**config.mk**
```make
export PLATFORM = sky130hd
export DESIGN_NAME = mbr_partition_table_parser
export DESIGN_NICKNAME = d
export VERILOG_FILES = /design/src/rtl/mbrp_parser_top.sv /design/src/rtl/mbrp_pkg.sv /design/src/rtl/mbr_partition_table_parser.sv /design/src/rtl/mbrp_capture.sv /design/src/rtl/mbrp_mul.sv
export SDC_FILE = /design/constraint.sdc
export NUM_CORES = 1
export LEC_CHECK = 0
export ABC_AREA = 1
export BUFFER_PORTS_ARGS = -buffer_cell sky130_fd_sc_hd__buf_4
export CAP_MARGIN = 0
export CORE_MARGIN = 2
export CORE_UTILIZATION = 57
export DETAILED_ROUTE_END_ITERATION = 12
export PLACE_DENSITY_LB_ADDON = 0.1
export SLEW_MARGIN = 20
export SYNTH_ARGS = -nofsm -noshare
export SYNTH_HDL_FRONTEND = slang
export SYNTH_SLANG_ARGS = --single-unit
```
**constraint.sdc**
```tcl
create_clock -name clk -period 5.5 [get_ports clk]
set_input_delay 1.1 -clock clk [delete_from_list [all_inputs] [get_ports clk]]
set_output_delay 1.1 -clock clk [all_outputs]
set_load 0.05 [all_outputs]
```
**src/rtl/mbrp_parser_top.sv**
```systemverilog
// Empty unit; the parser's top level is in mbr_partition_table_parser.sv.
`default_nettype none
`default_nettype wire

```
**src/rtl/mbrp_pkg.sv**
```systemverilog
// Shared types, constants and sequencer states for the MBR partition table parser.
`default_nettype none
package mbrp_pkg;

	localparam int ENTRY_COUNT  = 4;
	localparam int ENTRY_IDX_W  = $clog2(ENTRY_COUNT);
	localparam int POS_W        = 10;
	localparam int SECTOR_BYTES = 512;
	localparam int TABLE_START  = 446;
	localparam int ENTRY_BYTES  = 16;
	localparam int SIG_POS      = 510;
	localparam int SSIZE_W      = 13;
	localparam int LBA_W        = 32;
	localparam int BYTES_W      = 44;
	localparam int COUNT_W      = 3;

	localparam logic [7:0]         BOOT_STATUS   = 8'h80;
	localparam logic [7:0]         SIG_LOW       = 8'h55;
	localparam logic [7:0]         SIG_HIGH      = 8'hAA;
	localparam logic [SSIZE_W-1:0] SSIZE_RESET   = 13'd512;
	localparam logic               KIND_PART     = 1'b0;
	localparam logic               KIND_CLOSE    = 1'b1;

	typedef enum logic [1:0] {
		STAT_OK     = 2'd0,
		STAT_NO_SIG = 2'd1,
		STAT_SHORT  = 2'd2
	} status_t;

	typedef enum logic [2:0] {
		ST_IDLE,
		ST_CHECK,
		ST_MUL_LEN,
		ST_EMIT,
		ST_CLOSE
	} state_t;

	typedef struct packed {
		logic             boot;
		logic [7:0]       part_type;
		logic [LBA_W-1:0] start;
		logic [LBA_W-1:0] length;
	} entry_t;

	typedef struct packed {
		logic short_sector;
		logic sig_bad;
	} cap_status_t;

endpackage
`default_nettype wire

```
**src/rtl/mbr_partition_table_parser.sv**
```systemverilog
// Top level of the MBR partition table parser: byte intake, sequencer and record output.
//
// Channel  | Handshake                        | Payload
// ---------+----------------------------------+------------------------------------------
// input    | start & !busy                    | data_byte, end_of_sector
// config   | blk_size_we                      | blk_size
// result   | result_valid (one-cycle strobe)  | record_kind .. last_record
//
// Every byte that is not the last is taken in while busy stays low. After the final byte
// busy rises: each non-empty entry walks ST_CHECK, ST_MUL_LEN and ST_EMIT (two passes
// through the one shared multiplier, then the record), each empty entry ST_CHECK alone,
// and the closing record ST_CLOSE. A bad or short sector goes straight to the closing
// record. Reset clears the byte counter, signature bytes and sequencer and sets the sector
// size to 512. The receiver cannot stall; each record shows for one cycle.
`default_nettype none
module mbr_partition_table_parser (
	input  wire logic                            clk,
	input  wire logic                            arst_n,
	input  wire logic                            start,
	output logic                                 busy,
	input  wire logic [7:0]                      data_byte,
	input  wire logic                            end_of_sector,
	input  wire logic                            blk_size_we,
	input  wire logic [mbrp_pkg::SSIZE_W-1:0]    blk_size,
	output logic                                 result_valid,
	output logic                                 record_kind,
	output logic                                 bootable,
	output logic      [7:0]                      part_type,
	output logic      [mbrp_pkg::LBA_W-1:0]      start_lba,
	output logic      [mbrp_pkg::LBA_W-1:0]      length_sectors,
	output logic      [mbrp_pkg::BYTES_W-1:0]    start_bytes,
	output logic      [mbrp_pkg::BYTES_W-1:0]    byte_length,
	output logic      [mbrp_pkg::COUNT_W-1:0]    entry_total,
	output logic      [1:0]                      status_code,
	output logic                                 last_record
);
	import mbrp_pkg::*;

	state_t                 state_q, state_d;
	logic [SSIZE_W-1:0]     blk_size_q;
	logic [ENTRY_IDX_W-1:0] idx_q;
	logic [COUNT_W-1:0]     count_q;
	status_t                status_q;
	logic [BYTES_W-1:0]     start_bytes_q;

	logic                   accept;
	logic                   last_idx;
	logic                   entry_empty;
	entry_t                 entry;
	cap_status_t            cap_status;
	logic [LBA_W-1:0]       mul_lba;
	logic [BYTES_W-1:0]     mul_product;

	assign busy        = state_q != ST_IDLE;
	assign accept      = start && !busy;
	assign last_idx    = idx_q == ENTRY_IDX_W'(ENTRY_COUNT - 1);
	assign entry_empty = (entry.part_type == 8'd0) && (entry.length == '0);

	mbrp_capture u_capture (
		.clk          (clk),
		.arst_n       (arst_n),
		.accept       (accept),
		.data_byte    (data_byte),
		.end_of_sector(end_of_sector),
		.rd_idx       (idx_q),
		.entry        (entry),
		.cap_status   (cap_status)
	);

	// Feed start LBA while checking an entry, length on the following cycle.
	assign mul_lba = (state_q == ST_CHECK) ? entry.start : entry.length;

	mbrp_mul u_mul (
		.clk        (clk),
		.lba        (mul_lba),
		.blk_size   (blk_size_q),
		.product    (mul_product)
	);

	// Next state.
	always_comb begin
		state_d = state_q;
		unique case (state_q)
			ST_IDLE: begin
				if (accept && end_of_sector) begin
					if (cap_status.short_sector || cap_status.sig_bad)
						state_d = ST_CLOSE;
					else
						state_d = ST_CHECK;
				end
			end
			ST_CHECK: begin
				if (!entry_empty)
					state_d = ST_MUL_LEN;
				else if (last_idx)
					state_d = ST_CLOSE;
			end
			ST_MUL_LEN: state_d = ST_EMIT;
			ST_EMIT:    state_d = last_idx ? ST_CLOSE : ST_CHECK;
			ST_CLOSE:   state_d = ST_IDLE;
			default:    state_d = ST_IDLE;
		endcase
	end

	always_ff @(posedge clk or negedge arst_n) begin
		if (!arst_n) begin
			state_q       <= ST_IDLE;
			blk_size_q    <= SSIZE_RESET;
			idx_q         <= '0;
			count_q       <= '0;
			status_q      <= STAT_OK;
		end else begin
			state_q <= state_d;
			if (blk_size_we)
				blk_size_q <= blk_size;
			unique case (state_q)
				ST_IDLE: begin
					// Latch the sector verdict and rewind the entry walk.
					if (accept && end_of_sector) begin
						idx_q   <= '0;
						count_q <= '0;
						priority if (cap_status.short_sector)
							status_q <= STAT_SHORT;
						else if (cap_status.sig_bad)
							status_q <= STAT_NO_SIG;
						else
							status_q <= STAT_OK;
					end
				end
				ST_CHECK: begin
					// Skip an empty entry.
					if (entry_empty && !last_idx)
						idx_q <= idx_q + ENTRY_IDX_W'(1);
				end
				ST_EMIT: begin
					count_q <= count_q + COUNT_W'(1);
					if (!last_idx)
						idx_q <= idx_q + ENTRY_IDX_W'(1);
				end
				default: begin
				end
			endcase
		end
	end

	// Hold the start product while the multiplier works on the length.
	always_ff @(posedge clk) begin
		if (state_q == ST_MUL_LEN)
			start_bytes_q <= mul_product;
	end

	// Outputs.
	always_comb begin
		result_valid   = 1'b0;
		record_kind    = KIND_PART;
		bootable       = 1'b0;
		part_type      = '0;
		start_lba      = '0;
		length_sectors = '0;
		start_bytes    = '0;
		byte_length    = '0;
		entry_total    = '0;
		status_code    = STAT_OK;
		last_record    = 1'b0;
		unique case (state_q)
			ST_EMIT: begin
				result_valid   = 1'b1;
				bootable       = entry.boot;
				part_type      = entry.part_type;
				start_lba      = entry.start;
				length_sectors = entry.length;
				start_bytes    = start_bytes_q;
				byte_length    = mul_product;
			end
			ST_CLOSE: begin
				result_valid = 1'b1;
				record_kind  = KIND_CLOSE;
				entry_total  = count_q;
				status_code  = status_q;
				last_record  = 1'b1;
			end
			default: begin
			end
		endcase
	end

endmodule
`default_nettype wire

```
**src/rtl/mbrp_capture.sv**
```systemverilog
// Byte position counter, partition entry stores and boot signature capture.
`default_nettype none
module mbrp_capture (
	input  wire logic                             clk,
	input  wire logic                             arst_n,
	input  wire logic                             accept,
	input  wire logic [7:0]                       data_byte,
	input  wire logic                             end_of_sector,
	input  wire logic [mbrp_pkg::ENTRY_IDX_W-1:0] rd_idx,
	output mbrp_pkg::entry_t                      entry,
	output mbrp_pkg::cap_status_t                 cap_status
);
	import mbrp_pkg::*;

	logic [POS_W-1:0] byte_position_q;
	logic [7:0]       signature_low_q;
	logic [7:0]       signature_high_q;
	logic [8:0]       entry_boot_and_type_q [ENTRY_COUNT];
	logic [LBA_W-1:0] entry_start_q         [ENTRY_COUNT];
	logic [LBA_W-1:0] entry_length_q        [ENTRY_COUNT];

	logic [POS_W-1:0]       rel;
	logic [ENTRY_IDX_W-1:0] e;
	logic [3:0]             off;
	logic                   in_table;
	logic                   counting;
	logic [4:0]             lane;
	logic [7:0]             high_now;

	assign counting = byte_position_q < POS_W'(SECTOR_BYTES);
	assign rel      = byte_position_q - POS_W'(TABLE_START);
	assign e        = rel[ENTRY_IDX_W+3:4];
	assign off      = rel[3:0];
	assign lane     = {off[1:0], 3'b000};
	assign in_table = (byte_position_q >= POS_W'(TABLE_START)) &&
	                  (byte_position_q < POS_W'(TABLE_START + ENTRY_COUNT * ENTRY_BYTES));

	// Status as it stands once the current byte has been taken in.
	assign high_now = (byte_position_q == POS_W'(SIG_POS + 1)) ? data_byte : signature_high_q;
	always_comb begin
		cap_status.short_sector = byte_position_q < POS_W'(SECTOR_BYTES - 1);
		cap_status.sig_bad      = (signature_low_q != SIG_LOW) || (high_now != SIG_HIGH);
	end

	always_ff @(posedge clk or negedge arst_n) begin
		if (!arst_n) begin
			byte_position_q  <= '0;
			signature_low_q  <= '0;
			signature_high_q <= '0;
		end else if (accept) begin
			if (end_of_sector) begin
				byte_position_q  <= '0;
				signature_low_q  <= '0;
				signature_high_q <= '0;
			end else if (counting) begin
				byte_position_q <= byte_position_q + POS_W'(1);
				if (byte_position_q == POS_W'(SIG_POS))
					signature_low_q <= data_byte;
				if (byte_position_q == POS_W'(SIG_POS + 1))
					signature_high_q <= data_byte;
			end
		end
	end

	// Entry stores hold no reset; they are fully written before any read.
	always_ff @(posedge clk) begin
		if (accept && counting && in_table) begin
			if (off == 4'd0)
				entry_boot_and_type_q[e][8] <= data_byte == BOOT_STATUS;
			else if (off == 4'd4)
				entry_boot_and_type_q[e][7:0] <= data_byte;
			else if (off[3:2] == 2'b10)
				entry_start_q[e][lane +: 8] <= data_byte;
			else if (off[3:2] == 2'b11)
				entry_length_q[e][lane +: 8] <= data_byte;
		end
	end

	always_comb begin
		entry.boot      = entry_boot_and_type_q[rd_idx][8];
		entry.part_type = entry_boot_and_type_q[rd_idx][7:0];
		entry.start     = entry_start_q[rd_idx];
		entry.length    = entry_length_q[rd_idx];
	end

endmodule
`default_nettype wire

```
**src/rtl/mbrp_mul.sv**
```systemverilog
// Shared registered multiplier that scales sector counts to byte counts.
`default_nettype none
module mbrp_mul (
	input  wire logic                           clk,
	input  wire logic [mbrp_pkg::LBA_W-1:0]     lba,
	input  wire logic [mbrp_pkg::SSIZE_W-1:0]   blk_size,
	output logic      [mbrp_pkg::BYTES_W-1:0]   product
);
	import mbrp_pkg::*;

	logic [LBA_W+SSIZE_W-1:0] full_prod;
	logic [BYTES_W-1:0]       product_q;

	assign full_prod = {{SSIZE_W{1'b0}}, lba} * {{LBA_W{1'b0}}, blk_size};

	// Keep the low bits; oversized sector sizes wrap.
	always_ff @(posedge clk) begin
		product_q <= full_prod[BYTES_W-1:0];
	end

	assign product = product_q;

endmodule
`default_nettype wire

```
* Word-level counts from Yosys, hierarchy flattened
Memories as Yosys holds them, arrays and structs flattened.
Cells that the tools add are included.
** Operators by class
- Add/subtract/negate cells :: 5
- Multipliers :: 1
- $lt $le $gt $ge :: 4
- Eq/ne operators :: 17
- Shift-type cells :: 2
- Multiplexer cells :: 51
- Reduce and logical (&&, ||, !) cells :: 27
** Operators with widths (count)
- 2-to-1 mux 32 bit :: 5
- 2-to-1 mux 44 bit :: 2
- 2-to-1 mux 8 bit :: 7
- multiplier 32 x 13 -> 44 bit :: 1
- zero test 32 bit :: 1
- variable shift 8 x 7 -> 32 bit, first input constant :: 1
- indexed part select 8 x 7 -> 32 bit :: 1
- 2-to-1 mux 3 bit :: 7
- equality test 10 x 9 -> 1 bit, second input constant :: 2
- < comparator 10 x 9 -> 1 bit, second input constant :: 2
- 2-to-1 mux 1 bit :: 20
- 2-to-1 mux 10 bit :: 2
- case mux 3 bit (4 select lines) :: 1
- adder 10 x 1 -> 10 bit, second input constant :: 1
- greater-or-equal comparator 10 x 9 -> 1 bit, second input constant :: 1
- < comparator 10 bit, second input constant :: 1
- 2-to-1 mux 2 bit :: 5
- equality test 8 bit, second input constant :: 1
- zero test 8 bit :: 1
- != test 8 x 7 -> 1 bit, second input constant :: 1
- != test 8 bit, second input constant :: 1
- AND reduction 2 bit :: 4
- logical AND 1 bit :: 7
- negator 5 -> 7 bit :: 1
- other kinds (22) :: 31
** Word-level totals
- Bits in registers :: 137
- Memory bits (writable) :: 292
- Output and inout port bits :: 170
- Memories kept :: 3
** Memory list
- u_capture.entry_length_q :: words 4, width 32, rd ports 1, clocked after Yosys merged registers in 0, wr ports 1, line mbrp_capture.sv:20 : logic [LBA_W-1:0] entry_length_q [ENTRY_COUNT];
- u_capture.entry_start_q :: words 4, width 32, rd ports 1, clocked after Yosys merged registers in 0, wr ports 1, line mbrp_capture.sv:19 : logic [LBA_W-1:0] entry_start_q [ENTRY_COUNT];
- u_capture.entry_boot_and_type_q :: words 4, width 9, rd ports 1, clocked after Yosys merged registers in 0, wr ports 1, line mbrp_capture.sv:18 : logic [8:0] entry_boot_and_type_q [ENTRY_COUNT];

* Longest topological paths before layout
- Depth after elaboration :: 8
- Mapped depth :: 32

* By module
Synthesis repeated with hierarchy kept, for this count alone.
** Second synthesis, totals
- Cell total of the unflattened synthesis :: 3693
- Area total of the unflattened synthesis :: 31926.9 um2
** Modules (own cells, without submodules)
- mbrp_mul :: times used 1, cells an instance 2090, area an instance 14991.9 um2, seq. area each 880.8 um2
- mbrp_capture :: times used 1, cells an instance 1006, area an instance 12710.9 um2, seq. area each 9419.0 um2
- mbr_partition_table_parser :: times used 1, cells an instance 597, area an instance 4224.1 um2, seq. area each 1898.1 um2

* Worst setup path after synthesis
No wires, ideal clock.
- Kind :: register to register
- From :: reg idx_q[0]
- To :: reg u_mul.product_q[23] (netlist: u_mul.product[23])
- Arrival :: 5.588 ns
- Slack :: -0.215 ns
- Stages on the path, launching flop included :: 26
- Period minus slack after synthesis :: 5.715 ns
- Path through :: dfrtp_1 buf_4 buf_6 buf_2 buf_2 a21oi_1 a32o_1 nand2_1 o21ai_2 nor2_1 fa_1 inv_1 fa_1 inv_1 fa_1 inv_1 fa_1 fa_1 inv_1 ha_1 a21oi_1 a21boi_0 o21ai_2 a21oi_1 o21ai_0 xor2_1
** On the way
- Cells in the longest elaborated chain, start to end :: 3
** Ends and longest elaborated chain
- start: declaration :: line mbr_partition_table_parser.sv:41 : logic [ENTRY_IDX_W-1:0] idx_q;
- start signal: assignment :: line mbr_partition_table_parser.sv:133 : idx_q <= idx_q + ENTRY_IDX_W'(1);
- start signal: assignment :: line mbr_partition_table_parser.sv:138 : idx_q <= idx_q + ENTRY_IDX_W'(1);
- memory (4 x 32 bit), on equally long branches
- 2-to-1 mux 32 bit * :: line mbr_partition_table_parser.sv:71 : assign mul_lba = (state_q == ST_CHECK) ? entry.start : entry.length;
- multiplier 32 x 13 -> 44 bit * :: line mbrp_mul.sv:14 : assign full_prod = {{SSIZE_W{1'b0}}, lba} * {{LBA_W{1'b0}}, blk_size};
- net u_mul.full_prod[23] :: line mbrp_mul.sv:11 : logic [LBA_W+SSIZE_W-1:0] full_prod;
- end signal: assignment :: line mbrp_mul.sv:18 : product_q <= full_prod[BYTES_W-1:0];
- end: declaration :: line mbrp_mul.sv:12 : logic [BYTES_W-1:0] product_q;
The timed path passes the listed nets; every way through them passes the cells marked *.
A chain may end at the register's enable or synchronous reset.

* Worst setup path after layout
- From :: reg idx_q[0]
- To :: reg u_mul.product_q[14] (netlist: u_mul.product[14])
The elaborated chain is that of the path after synthesis.

==> results.json <==
{
  "status": "complete, but fails checks",
  "violations": "negative setup slack",
  "cts.sinks": 429,
  "synth_top_family_by_area": "adder cells",
  "rsz0062_at_grt": "yes",
  "area_growth_syn_to_layout_pct": 29.98,
  "cts-buffers-inserted": 45,
  "yosys_warnings": 0,
  "synth.area.mux_share_pct": 0,
  "nets": 4510,
  "drv_slew": 0,
  "pre_cts_ws_ps": -774.0,
  "synth-edff-count": 336,
  "cts-root-buf": "clkbuf_16",
  "fin_crit_sh_pct": 111.4,
  "fin_tns_setup_ps": -17790,
  "utilization_pct": 74.99,
  "worst-path-max-fanout": 7,
  "min_path_type": "flip-flop to flip-flop",
  "hold_viol_final": 0,
  "die_area_um2": 56470,
  "synthSimpleGateAreaFrac_pct": 19.08,
  "vias": 26340,
  "start_kind": "flip-flop",
  "overflow": 0,
  "critical-path-top-delay-family": "adder cells",
  "yosysTopAreaCellShare_pct": 32.43,
  "cap_violations": 0,
  "grt_pass1_vias": 27150,
  "holdBufCountCts": 0,
  "cp.arrival_ps": 6590,
  "cts.htree.levels": 2,
  "crit_slowest_cell": "fa_1",
  "crit_type": "flip-flop to flip-flop",
  "netlist_area_um2": 31110,
  "tightest_slew_ps": 1100,
  "setup_slack_ps": -624.7,
  "syn_nets": 3920,
  "met1_length_um": 36060,
  "synth_compound_area_share_pct": 5.397,
  "cts_tree": "built",
  "track_usage_pct": 35.07,
  "final_cell_mix": "nand2_1, inv_1, buf_4",
  "syn_inst": 3469,
  "antenna_found_initial": 1,
  "portBuffers": 195,
  "drc_errors": 0,
  "layout.cells.non_filler": 4787,
  "n_antenna_cell": 0,
  "ys_types": 45,
  "synth_area_leader_cell": "edfxtp_1",
  "synth-seq-cells": 429,
  "netlist_top_cells_area": "edfxtp_1, fa_1, nand2_1, inv_1, nor2_1",
  "wl_um": 98980,
  "hpwlAfterDp_um": 73040,
  "met2_length_um": 49260,
  "first_iter_violations": 2190,
  "ant_nets": 0,
  "core_um2": 53920,
  "critPathBufInv": 13,
  "clk_pin_slew_ps": 60,
  "start_util_pct": 57.70,
  "max_freq_mhz": 163.3,
  "grt_max_degree": 85,
  "dp_cells": 4583,
  "clock_skew_ps": 23.28,
  "endpoint_kind": "flip-flop",
  "dr.pass1.iters": 5,
  "gp_congestion": 1.039,
  "clk_latency_ps": 600,
  "dieHeight_um": 237.6,
  "routedWlPerCell_um": 20.68,
  "dr_wl_met3_um": 7507,
  "max_stage_delay_ps": 600,
  "setup_viol": 35,
  "clock_path_buffers": 3,
  "die_w_um": 237.6,
  "route.top_layer_used": "met5",
  "io_pins": 196,
  "grt_pass1_wl_um": 149800,
  "ys_async_sr_fraction_pct": 11.42,
  "cp.required_ps": 5970,
  "placementRows": 85,
  "ys_seq_area_share_pct": 39.21,
  "avgSynthCellArea_um2": 8.968,
  "synthAdderAreaFrac_pct": 25.03,
  "slew_headroom_pct": 26.12,
  "final_common_cell": "nand2_1",
  "synth_ff_type": "edfxtp_1",
  "avgViaCountPerCell": 5.503,
  "synthXorXnorAreaFrac_pct": 1.126,
  "finalCriticalPeriod_ps": 6125,
  "drive_gt1_share_pct": 28.13
}
logic make-up after synthesis:
group,after synthesis
adder cells (fa/ha/maj),425
buffers and inverters,813
flip-flops,429
XOR/XNOR,40
AND/OR/NAND/NOR,1504
AO/OA/AOI/OAI,258
final timing paths:
path	startpoint	endpoint	slack, ps	cells past startpoint
min in group asynchronous	arst_n	blk_size_q[7]	610	1
setup reg to reg	idx_q[0]	u_mul.product[14]	-620	29
hold reg to reg	u_mul.product[33]	start_bytes_q[33]	430	0
hold / removal	u_mul.product[33]	start_bytes_q[33]	430	0
max in group asynchronous	arst_n	idx_q[0]	4310	1
setup / recovery	idx_q[0]	u_mul.product[14]	-620	29
synth_stat cells (4+ instances only):
cell and instances:
edfxtp_1 336, nor3_1 33, dfrtp_1 48, a31oi_1 5, clkinv_1 12, nand2_1 788, o21bai_1 8, a21boi_0 8
o21ai_2 32, o22ai_1 14, nand4_1 14, nor2_2 4, o21ai_0 58, nand3_1 124, or2_2 5, xor2_1 30
fa_1 329, inv_2 4, dfxtp_1 44, a21oi_1 82, buf_4 7, clkbuf_1 70, nor2_1 526, a21o_1 5
inv_1 674, a32o_1 31, ha_1 96, buf_2 36, xnor2_1 10, buf_6 5, buf_1 5
cell type report:
cell class	instances	area, um2
Clock buffer	58	1205
Multi-Input combinational cell	2227	17560
Fill cell	3850	13480
Timing Repair inverter	1	8.758
Timing Repair Buffer	665	5684
Sequential cell	429	12200
Clock inverter	21	241.5
Tap cell	696	870.8
Inverter	690	2668
registers in the layout (all words and copies together) (netlist names):
signal / flops
state_q: 3
u_capture.entry_length_q: 128
count_q: 3
u_capture.signature_low_q: 8
idx_q: 2
u_capture.entry_boot_and_type_q: 36
blk_size_q: 13
u_capture.signature_high_q: 8
u_mul.product: 44
status_q: 2
start_bytes_q: 44
u_capture.entry_start_q: 128
u_capture.byte_position_q: 10
per-stage QoR:
step | hold slack, ps | area [um2]
3_3_place_gp | 415.0 | 35880
2_1_floorplan | 408.2 | 31180
3_5_place_dp | 416.1 | 35880
6_report | 429.3 | 40440
5_1_grt | 439.3 | 40440
4_1_cts | 431.7 | 39460
layer usage:
layer  vias to the layer above  track usage (%)
met4                         2            19.17
li1                      11860                -
met1                     12860            42.58
met2                      1295            60.92
met5                         -                0
met3                       329            4.668
what timing repair did:
action / CTS / global route
cloned: 7 / 3
buffers inserted: 94 / 35
setup endpoints to repair: 35 / 38
gates resized for setup: 320 / 225
pin swaps: 73 / 98
Power is left out: the tool's default activity adds up to more than one toggle a clock period on the data nets, which glitch-free logic cannot reach.
